$ cat config.mk
export PLATFORM = sky130hd
export DESIGN_NAME = mlcb_ctrl
export DESIGN_NICKNAME = d
export VERILOG_FILES = /design/src/mlcb_pkg.sv /design/src/mlcb_ctrl.sv
export SDC_FILE = /design/constraint.sdc
export NUM_CORES = 1
export LEC_CHECK = 0
export BUFFER_PORTS_ARGS = -buffer_cell sky130_fd_sc_hd__buf_2
export CORE_AREA = 2 2 39 41
export CTS_BUF_LIST = sky130_fd_sc_hd__clkbuf_4 sky130_fd_sc_hd__clkbuf_8 sky130_fd_sc_hd__clkbuf_16
export DETAILED_ROUTE_END_ITERATION = 8
export DIE_AREA = 0 0 41 43
export PLACE_DENSITY_LB_ADDON = 0.2
export SYNTH_ARGS = -nofsm -noshare
export SYNTH_HDL_FRONTEND = slang
export SYNTH_SLANG_ARGS = --single-unit
$ cat constraint.sdc
create_clock -name aclk -period 2.3 [get_ports aclk]
set_input_delay 0.345 -clock aclk [delete_from_list [all_inputs] [get_ports aclk]]
set_output_delay 0.345 -clock aclk [all_outputs]
set_load 0.03 [all_outputs]
$ cat src/mlcb_pkg.sv
// ============================================================================
// Mouse-look camera basis package
// Shared types, constants and the CORDIC arctangent table.
// ============================================================================
package mlcb_pkg;

    localparam int ANG_W      = 25;
    localparam int PITCH_W    = 24;
    localparam int CUR_W      = 24;
    localparam int SENS_W     = 16;
    localparam int VEC_W      = 16;
    localparam int CW         = 34;
    localparam int ZW         = 35;

    localparam logic signed [ANG_W-1:0] YAW_RESET = -25'sd5898240;
    localparam logic signed [27:0] YAW_HALF  = 28'sd11796480;
    localparam logic signed [27:0] PITCH_LIM = 28'sd5832704;
    localparam logic signed [CW-1:0] CORDIC_GAIN = 34'sd652032874;
    localparam logic signed [ZW-1:0] DEG90  = 35'sd1509949440;
    localparam logic signed [ZW-1:0] DEG180 = 35'sd3019898880;

    localparam logic [0:0] ADDR_SENS = 1'b0;

    typedef struct packed {
        logic load;
        logic scale;
        logic update;
        logic cordic_start;
        logic cordic_sel;
        logic mul_step;
        logic [1:0] mul_idx;
        logic latch_out;
    } mlcb_cmd_t;

    typedef struct packed {
        logic cordic_done;
    } mlcb_sts_t;

    function automatic logic [31:0] atan_deg24(input logic [4:0] i);
        logic [31:0] r;
        begin
            case (i)
                5'd0: r = 32'd754974720;  5'd1: r = 32'd445687602;
                5'd2: r = 32'd235489088;  5'd3: r = 32'd119537938;
                5'd4: r = 32'd60000934;   5'd5: r = 32'd30029717;
                5'd6: r = 32'd15018523;   5'd7: r = 32'd7509720;
                5'd8: r = 32'd3754917;    5'd9: r = 32'd1877466;
                5'd10: r = 32'd938734;    5'd11: r = 32'd469367;
                5'd12: r = 32'd234684;    5'd13: r = 32'd117342;
                5'd14: r = 32'd58671;     5'd15: r = 32'd29335;
                5'd16: r = 32'd14668;     5'd17: r = 32'd7334;
                5'd18: r = 32'd3667;      5'd19: r = 32'd1833;
                5'd20: r = 32'd917;       5'd21: r = 32'd458;
                5'd22: r = 32'd229;       5'd23: r = 32'd115;
                5'd24: r = 32'd57;        5'd25: r = 32'd29;
                5'd26: r = 32'd14;        5'd27: r = 32'd7;
                5'd28: r = 32'd4;         5'd29: r = 32'd2;
                5'd30: r = 32'd1;         default: r = 32'd0;
            endcase
            return r;
        end
    endfunction

endpackage

$ cat src/mlcb_ctrl.sv
// ============================================================================
// Mouse-look controller
// Sequences load, scaling, angle update, two CORDIC runs, products and output.
// ============================================================================
module mlcb_ctrl (
    input  logic                aclk,
    input  logic                aresetn,
    input  logic                s_valid,
    output logic                s_ready,
    output logic                m_valid,
    input  logic                m_ready,
    output mlcb_pkg::mlcb_cmd_t cmd,
    input  mlcb_pkg::mlcb_sts_t sts
);
    import mlcb_pkg::*;

    localparam logic [3:0] ST_IDLE = 4'd0;
    localparam logic [3:0] ST_SCL  = 4'd1;
    localparam logic [3:0] ST_UPD  = 4'd2;
    localparam logic [3:0] ST_SYAW = 4'd3;
    localparam logic [3:0] ST_CYAW = 4'd4;
    localparam logic [3:0] ST_SPIT = 4'd5;
    localparam logic [3:0] ST_CPIT = 4'd6;
    localparam logic [3:0] ST_MUL  = 4'd7;
    localparam logic [3:0] ST_OUT  = 4'd8;

    logic [3:0] state_reg, state_next;
    logic [1:0] idx_reg, idx_next;
    logic mv_reg, mv_next;
    logic take;

    assign s_ready = (state_reg == ST_IDLE);
    assign take = s_valid && s_ready;

    always_comb begin
        state_next = state_reg;
        idx_next = idx_reg;
        mv_next = mv_reg;
        cmd = '0;
        cmd.mul_idx = idx_reg;
        if (mv_reg && m_ready) mv_next = 1'b0;
        case (state_reg)
            ST_IDLE: begin
                if (take) begin
                    cmd.load = 1'b1;
                    state_next = ST_SCL;
                end
            end
            ST_SCL: begin
                cmd.scale = 1'b1;
                state_next = ST_UPD;
            end
            ST_UPD: begin
                cmd.update = 1'b1;
                state_next = ST_SYAW;
            end
            ST_SYAW: begin
                cmd.cordic_sel = 1'b0;
                cmd.cordic_start = 1'b1;
                state_next = ST_CYAW;
            end
            ST_CYAW: begin
                cmd.cordic_sel = 1'b0;
                if (sts.cordic_done) state_next = ST_SPIT;
            end
            ST_SPIT: begin
                cmd.cordic_sel = 1'b1;
                cmd.cordic_start = 1'b1;
                state_next = ST_CPIT;
            end
            ST_CPIT: begin
                cmd.cordic_sel = 1'b1;
                if (sts.cordic_done) begin
                    state_next = ST_MUL;
                    idx_next = 2'd0;
                end
            end
            ST_MUL: begin
                cmd.mul_step = 1'b1;
                idx_next = idx_reg + 2'd1;
                if (idx_reg == 2'd3) state_next = ST_OUT;
            end
            ST_OUT: begin
                if (!mv_reg || m_ready) begin
                    cmd.latch_out = 1'b1;
                    mv_next = 1'b1;
                    state_next = ST_IDLE;
                end
            end
            default: state_next = ST_IDLE;
        endcase
    end

    always_ff @(posedge aclk) begin
        idx_reg <= idx_next;
        if (!aresetn) begin
            state_reg <= ST_IDLE;
            mv_reg <= 1'b0;
        end else begin
            state_reg <= state_next;
            mv_reg <= mv_next;
        end
    end

    assign m_valid = mv_reg;

    a_hold: assert property (@(posedge aclk) disable iff (!aresetn)
        (mv_reg && !m_ready) |=> mv_reg) else $error("result dropped");
    a_latch_safe: assert property (@(posedge aclk) disable iff (!aresetn)
        cmd.latch_out |-> (!mv_reg || m_ready)) else $error("result overwritten");
    a_idle_accept: assert property (@(posedge aclk) disable iff (!aresetn)
        take |=> state_reg == ST_SCL) else $error("bad accept");

endmodule

---- Word level (Yosys, flattened, before mapping) ----
Cells that the tools add are included.
operators by class
  add/subtract/negate cells ............... 1
  equal/unequal tests ..................... 14
  multiplexer cells ....................... 20
  reductions and logical operators ........ 10
operators by type and width
  kind                                           count
  case mux 4 bit (9 select lines)                1
  two-way mux 4 bit                              5
  == test 4 x 3 -> 1 bit, second input constant  4
  two-way mux 1 bit                              12
  == test 4 x 2 -> 1 bit, second input constant  2
  != test 2 bit, second input constant           4
  AND reduction 5 bit                            1
  == test 4 x 1 -> 1 bit, second input constant  1
  == test 4 bit, second input constant           1
  logical NOT 4 bit                              1
  case mux 2 bit (2 select lines)                1
  OR reduction 2 bit                             2
  adder 2 x 1 -> 2 bit, second input constant    1
  == test 2 bit, second input constant           1
  logical AND 1 bit                              2
  two-way mux 2 bit                              1
  != test 2 x 1 -> 1 bit, second input constant  1
  AND reduction 2 bit                            1
  nonzero test 2 bit                             1
  logical NOT 1 bit                              1
  logical OR 1 bit                               1
storage, ports and cells
  register bits after elaboration ......... 7
  bits of input ports ..................... 5

---- Longest topological paths before layout ----
Gate-level depths: netlist (run 1).
  depth after elaboration ................. 4
  gate-level depth with buffers ........... 5
  depth with buffers taken out ............ 5

---- Worst setup path after synthesis (run 1) ----
Ideal clock, no wire load.
  path type ............................... register -> output
  start point ............................. register state_reg[2]
  end point ............................... output cmd[8] (netlist bit)
  arrival ................................. 1559 ps
  data required time ...................... 1955 ps
  setup slack ............................. 396 ps
  stages on the path, launching flop included .. 4
  buffers on the path ..................... 1
  path through ............................ dfxtp_1 -> buf_2 -> nor4_2 -> and2_1
RTL lines
  element                 line              source
  start, declared         mlcb_ctrl.sv:27   logic [3:0] state_reg, state_next;
  start signal, assigned  mlcb_ctrl.sv:100  state_reg <= state_next;
  end, declared           mlcb_ctrl.sv:12   output mlcb_pkg::mlcb_cmd_t cmd,

==> results of run 1 <==
==> power by group through the flow <==
stage          clock (mW)  sequential, mW  combinational (mW)
2_1_floorplan           0           0.144               0.115
3_3_place_gp            0           0.163               0.123
3_5_place_dp            0           0.162               0.122
4_1_cts             0.132           0.159               0.123
5_1_grt             0.147           0.162               0.133
6_report            0.129           0.160               0.122
==> how the worst min path moves through the flow <==
stage / end / slack (ns) / cells after the start
floorplan: m_valid / 0.46 / 1
global placement: idx_reg[0] / 0.58 / 1
detailed placement: idx_reg[0] / 0.61 / 1
CTS: m_valid / 0.36 / 2
global route: m_valid / 0.35 / 2
finish: m_valid / 0.37 / 2
==> through the flow <==
step | setup WS, ns | utilization (%) | hold WS [ns]
global placement | 0.735 | 37.2 | 0.578
detailed placement | 0.738 | 37.2 | 0.606
global route | 0.316 | 39.3 | 0.347
floorplan | 0.396 | - | 0.463
finish | 0.455 | 39.3 | 0.365
CTS | 0.453 | 39.3 | 0.364
==> layer usage <==
layer,share of wire [%],GRT usage [%]
met1,45,17.2
met2,42,14.1
met3,9.2,7.85
met4,3.9,12.0
met5,0,0
==> worst max-delay path, cell delays in order, from the launching register on <==
cell and delay [ns]:
dfxtp_1 0.54, nand2b_1 0.12, a21oi_1 0.24, and2_1 0.15
buf_2 0.19
==> cell families after synthesis <==
kind of cell | count (synthesis)
buf+inv | 5
fa+ha+maj | 1
compound gates | 10
xor+xnor | 1
simple gates | 23
flops | 7
==> area by class of cell <==
type / instances / area, µm²
Timing Repair Buffer: 15 / 75.1
Sequential cell: 7 / 160
Multi-Input combinational cell: 35 / 255
Inverter: 1 / 3.75
Tap cell: 16 / 20.0
Fill cell: 146 / 840
Clock buffer: 4 / 30.0
==> layout by cell type, fill, tap and decap left out, types with 2 or more instances in the layout <==
master | Yosys | final
nor3_1 | 2 | 2
buf_2 | 2 | 15
dfxtp_1 | 5 | 5
nand2b_1 | 2 | 2
a21oi_1 | 2 | 2
and3_1 | 2 | 2
clkbuf_4 | 0 | 4
nor2b_1 | 5 | 5
edfxtp_1 | 2 | 2
and2_1 | 3 | 3
==> results.json, run 1 <==
{
  "seq_area_frac_synth_pct": 35.8,
  "ir_worst_vdd_v": 0.000276,
  "pwr-share-comb_pct": 29.6,
  "drc": 0,
  "critPathMaxFanout": 12,
  "synth_top_cell_by_area": "dfxtp_1",
  "cts_max_level": 1,
  "slew_viol_final": 0,
  "finalCritPeriodShare_pct": 80.2,
  "rows": 14,
  "arrival_ns": 1.50,
  "clkSinkCount": 7,
  "dr_total_vias": 386,
  "synth_xor_area_share_pct": 1.96,
  "synth_ff_type": "dfxtp_1",
  "cp-endpoint": "cmd[4]",
  "worst_pin_slew_ns": 0.376,
  "maxSlewHeadroom_pct": 74.9,
  "max_cap_violations": 0,
  "numCtsBuffers": 3,
  "yosys-top-cells-count": "5 x dfxtp_1, 5 x nor2b_1, 3 x and2_1",
  "critPathLaunchType": "flip-flop",
  "chipHeight_um": 43,
  "grt_pass1_wl_um": 1410,
  "vias_per_cell": 4.95,
  "setup_violations": 0,
  "boundaryPins": 16,
  "post_drt_wl_per_cell_um": 11.4,
  "r2r_end": "state_reg[0]",
  "worstHoldStart": "aresetn",
  "fp.dieW_um": 41,
  "p_sw_uw": 150,
  "gp_congestion": 0.752,
  "wirelength_um": 887,
  "grt.total_usage_pct": 13.2,
  "clk_latency_ns": 0.26,
  "worst-r2r-cell-count": 4,
  "ys_ff_latch": 7,
  "yosysWarnings": 0,
  "synthTopCellsByArea": "dfxtp_1 22%, edfxtp_1 13%, nor2b_1 7.0%, and2_1 4.2%, nor4b_2 3.4%",
  "worstSetupEndpointType": "output pin",
  "synthSimpleGateAreaFrac_pct": 36.0,
  "powerDensity_nw_per_um2": 754,
  "p_seq_share_pct": 38.9,
  "fin_area_um2": 544,
  "grt_max_degree": 13,
  "fin_cells": 78,
  "cts_tree": "built",
  "hpwl_um": 656,
  "power.internal_uw": 261,
  "dr.pass1.iters": 4,
  "synthAdderAreaFrac_pct": 2.79,
  "synthCells": 47,
  "synth_cell_types": 31,
  "ant_nets": 0,
  "dieArea_um2": 1760,
  "cts_hold_buf": 0,
  "power_switching_share_pct": 36.5,
  "syn_to_final_growth_pct": 21.5,
  "dpl_cell_area_um2": 514,
  "num_antenna_cells": 0,
  "grt_overflow_total": 0,
  "core_um2": 1380,
  "synth_top_family_by_area": "simple AND/OR/NAND/NOR gates",
  "synth_compound_area_share_pct": 16.2,
  "clk_path_buf_depth": 2,
  "outcome": "complete, no violations",
  "finalHoldViolations": 0,
  "post_cts_buffers": 0,
  "hp-class": "in -> reg",
  "synth.mux.area_fraction_pct": 0,
  "leakagePower_nw": 0.231,
  "critPathLaunch": "state_reg[0]",
  "fmax_ghz": 0.542,
  "drtIter0Drc": 6,
  "worstPathRequired_ns": 1.96,
  "setup-tns-final_ns": 0,
  "synthArstFlopShare_pct": 0,
  "antenna_found_initial": 0,
  "synth-edff-count": 2,
  "drive_above_1_share_pct": 37.1,
  "syn_area_um2": 448,
  "synth_nets": 53,
  "rsz0062_at_grt": "no",
  "dpl.cell_count": 74,
  "largest_register_ffs": 4,
  "io_buffers": 15,
  "path_clk_slew_ns": 0.06,
  "power_uw": 410,
  "r2r_start": "state_reg[0]",
  "initial_core_util_pct": 32.4,
  "path_class": "reg -> out",
  "nets": 69,
  "synth.top_cell.area_share_pct": 22.3,
  "grt_pass1_vias": 308,
  "ctsResizeCount": 0,
  "avgSynthCellArea_um2": 9.53,
  "fin_crit_ns": 1.85,
  "pwr-share-clk_pct": 31.4,
  "reg2reg_slack_ns": 0.78,
  "root_buffer": "clkbuf_4",
  "fin_worst_skew_ns": 0.00614
}
(Power assumes the default switching activity.)
==> run 2: changes to the inputs <==
Clock period 2.3 ns to 1.6 ns, I/O delays scaled along.
==> run 2 against run 1 <==
Critical path depth down 1. Worst setup slack worse by 0.39 ns. Via count up 4.1%. Largest cell class unchanged. Wire length up 9.4%. Sequential share of layout area down 1.3 points. Power up 52%.
==> results.json, run 2 (synthesis results as in run 1) <==
{
  "fp.dieW_um": 41,
  "pwr-share-clk_pct": 27.4,
  "grt_max_degree": 13,
  "boundaryPins": 16,
  "p_sw_uw": 221,
  "max_cap_violations": 0,
  "max_stage_delay_ns": 0.38,
  "post_drt_wl_per_cell_um": 12.0,
  "rsz0062_at_grt": "no",
  "critPathMaxFanout": 9,
  "critPathLaunchType": "flip-flop",
  "clk_path_buf_depth": 2,
  "grt.total_usage_pct": 12.0,
  "grt_overflow_total": 0,
  "nFillCells": 144,
  "hp-class": "in -> reg",
  "final_core_util_pct": 44.4,
  "largest_register_ffs": 4,
  "root_buffer": "clkbuf_4",
  "worst_pin_slew_ns": 0.281,
  "drtIter0Drc": 3,
  "path_class": "reg -> out",
  "cts_max_level": 1,
  "power.internal_uw": 404,
  "path_delay_family": "simple AND/OR/NAND/NOR gates",
  "cp_num_buf_inv": 1,
  "worstPathRequired_ns": 1.36,
  "path_cells": "nor4_4, and2_1, buf_4",
  "final_common_cell": "buf_2",
  "vias_per_cell": 4.96,
  "finalHoldViolations": 0,
  "slew_viol_final": 0,
  "initial_core_util_pct": 32.4,
  "grt_pass1_vias": 347,
  "powerDensity_nw_per_um2": 1020,
  "path_clk_slew_ns": 0.05,
  "cts_hold_buf": 0,
  "setup-tns-final_ns": 0,
  "slowest_stage": "dfxtp_4",
  "syn_to_final_growth_pct": 37.2,
  "whs_ns": 0.278,
  "chipHeight_um": 43,
  "num_antenna_cells": 0,
  "wirelength_um": 970,
  "power_switching_share_pct": 35.4,
  "rows": 14,
  "fin_crit_ns": 1.54,
  "power_uw": 625,
  "p_seq_share_pct": 37.6,
  "cts_tree": "built",
  "setup_violations": 0,
  "finalCritPeriodShare_pct": 96.1,
  "nets": 72,
  "fmax_ghz": 0.650,
  "core_um2": 1380,
  "drive_above_1_share_pct": 50.8,
  "dieArea_um2": 1760,
  "fin_worst_skew_ns": 0.000511,
  "drc": 0,
  "dr.pass1.iters": 4,
  "hpwl_um": 668,
  "clk_latency_ns": 0.24,
  "ant_nets": 0,
  "numCtsBuffers": 3,
  "arrival_ns": 1.30,
  "antenna_found_initial": 0,
  "outcome": "complete, no violations",
  "grt_pass1_wl_um": 1440,
  "clkSinkCount": 7,
  "dr_total_vias": 402,
  "maxSlewHeadroom_pct": 81.1,
  "ir_worst_vdd_v": 0.000738,
  "leakagePower_nw": 0.252,
  "gp_congestion": 0.745,
  "io_buffers": 15,
  "worstSetupEndpointType": "output pin",
  "pwr-share-comb_pct": 34.9,
  "final_cell_mix": "11 x buf_2, 6 x clkbuf_4, 5 x buf_4, 4 x nor2b_1"
}
-- run 2: what timing repair did --
action | in CTS | in global routing
setup endpoints to repair | 3 | 4
pin swaps | 1 | 2
gates resized for setup | 5 | 12
hold endpoints to repair | 0 | 0
buffers inserted | 0 | 2
-- run 2: final timing paths --
| check | startpoint | endpoint | slack [ns] | depth (start not counted) |
|---|---|---|---|---|
| worst min register to register | state_reg[3] | state_reg[2] | 0.52 | 1 |
| worst max register to register | idx_reg[0] | state_reg[0] | 0.08 | 5 |
| worst max-delay path | state_reg[3] | cmd[8] | 0.06 | 3 |
| worst min-delay path | aresetn | m_valid | 0.28 | 2 |
-- run 2: power groups by stage --
stage / clock network (mW) / registers [mW] / logic (mW)
2_1_floorplan: 0 / 0.208 / 0.173
3_3_place_gp: 0 / 0.235 / 0.185
4_1_cts: 0.181 / 0.238 / 0.192
6_report: 0.172 / 0.235 / 0.218
5_1_grt: 0.198 / 0.239 / 0.233
3_5_place_dp: 0 / 0.235 / 0.187
-- run 2: per-stage QoR --
stage	setup WS (ns)	cell area (µm²)	instances
6_report	0.0620	614	81
5_1_grt	0.00504	614	81
4_1_cts	0.000620	574	79
3_5_place_dp	0.0655	531	75
3_3_place_gp	0.0915	531	75
2_1_floorplan	0.0259	457	47
-- run 2: metal layers --
| metal | global-route usage [%] | share of wire (%) | up-vias |
|---|---|---|---|
| met3 | 9.42 | 7.1 | 2 |
| met2 | 16.9 | 48 | 14 |
| li1 | - | - | 207 |
| met4 | 2.00 | 1.2 | 0 |
| met1 | 14.5 | 43 | 179 |
| met5 | 0 | 0 | - |
-- run 2: layout make-up --
class	instances	area, µm²	share of cell area, %
clock buffer	4	30.0	4.89
sequential	7	173	28.1
multi-input combinational	35	280	45.6
inverter	1	3.75	0.611
timing repair buffer	18	108	17.5
tap	16	20.0	3.26
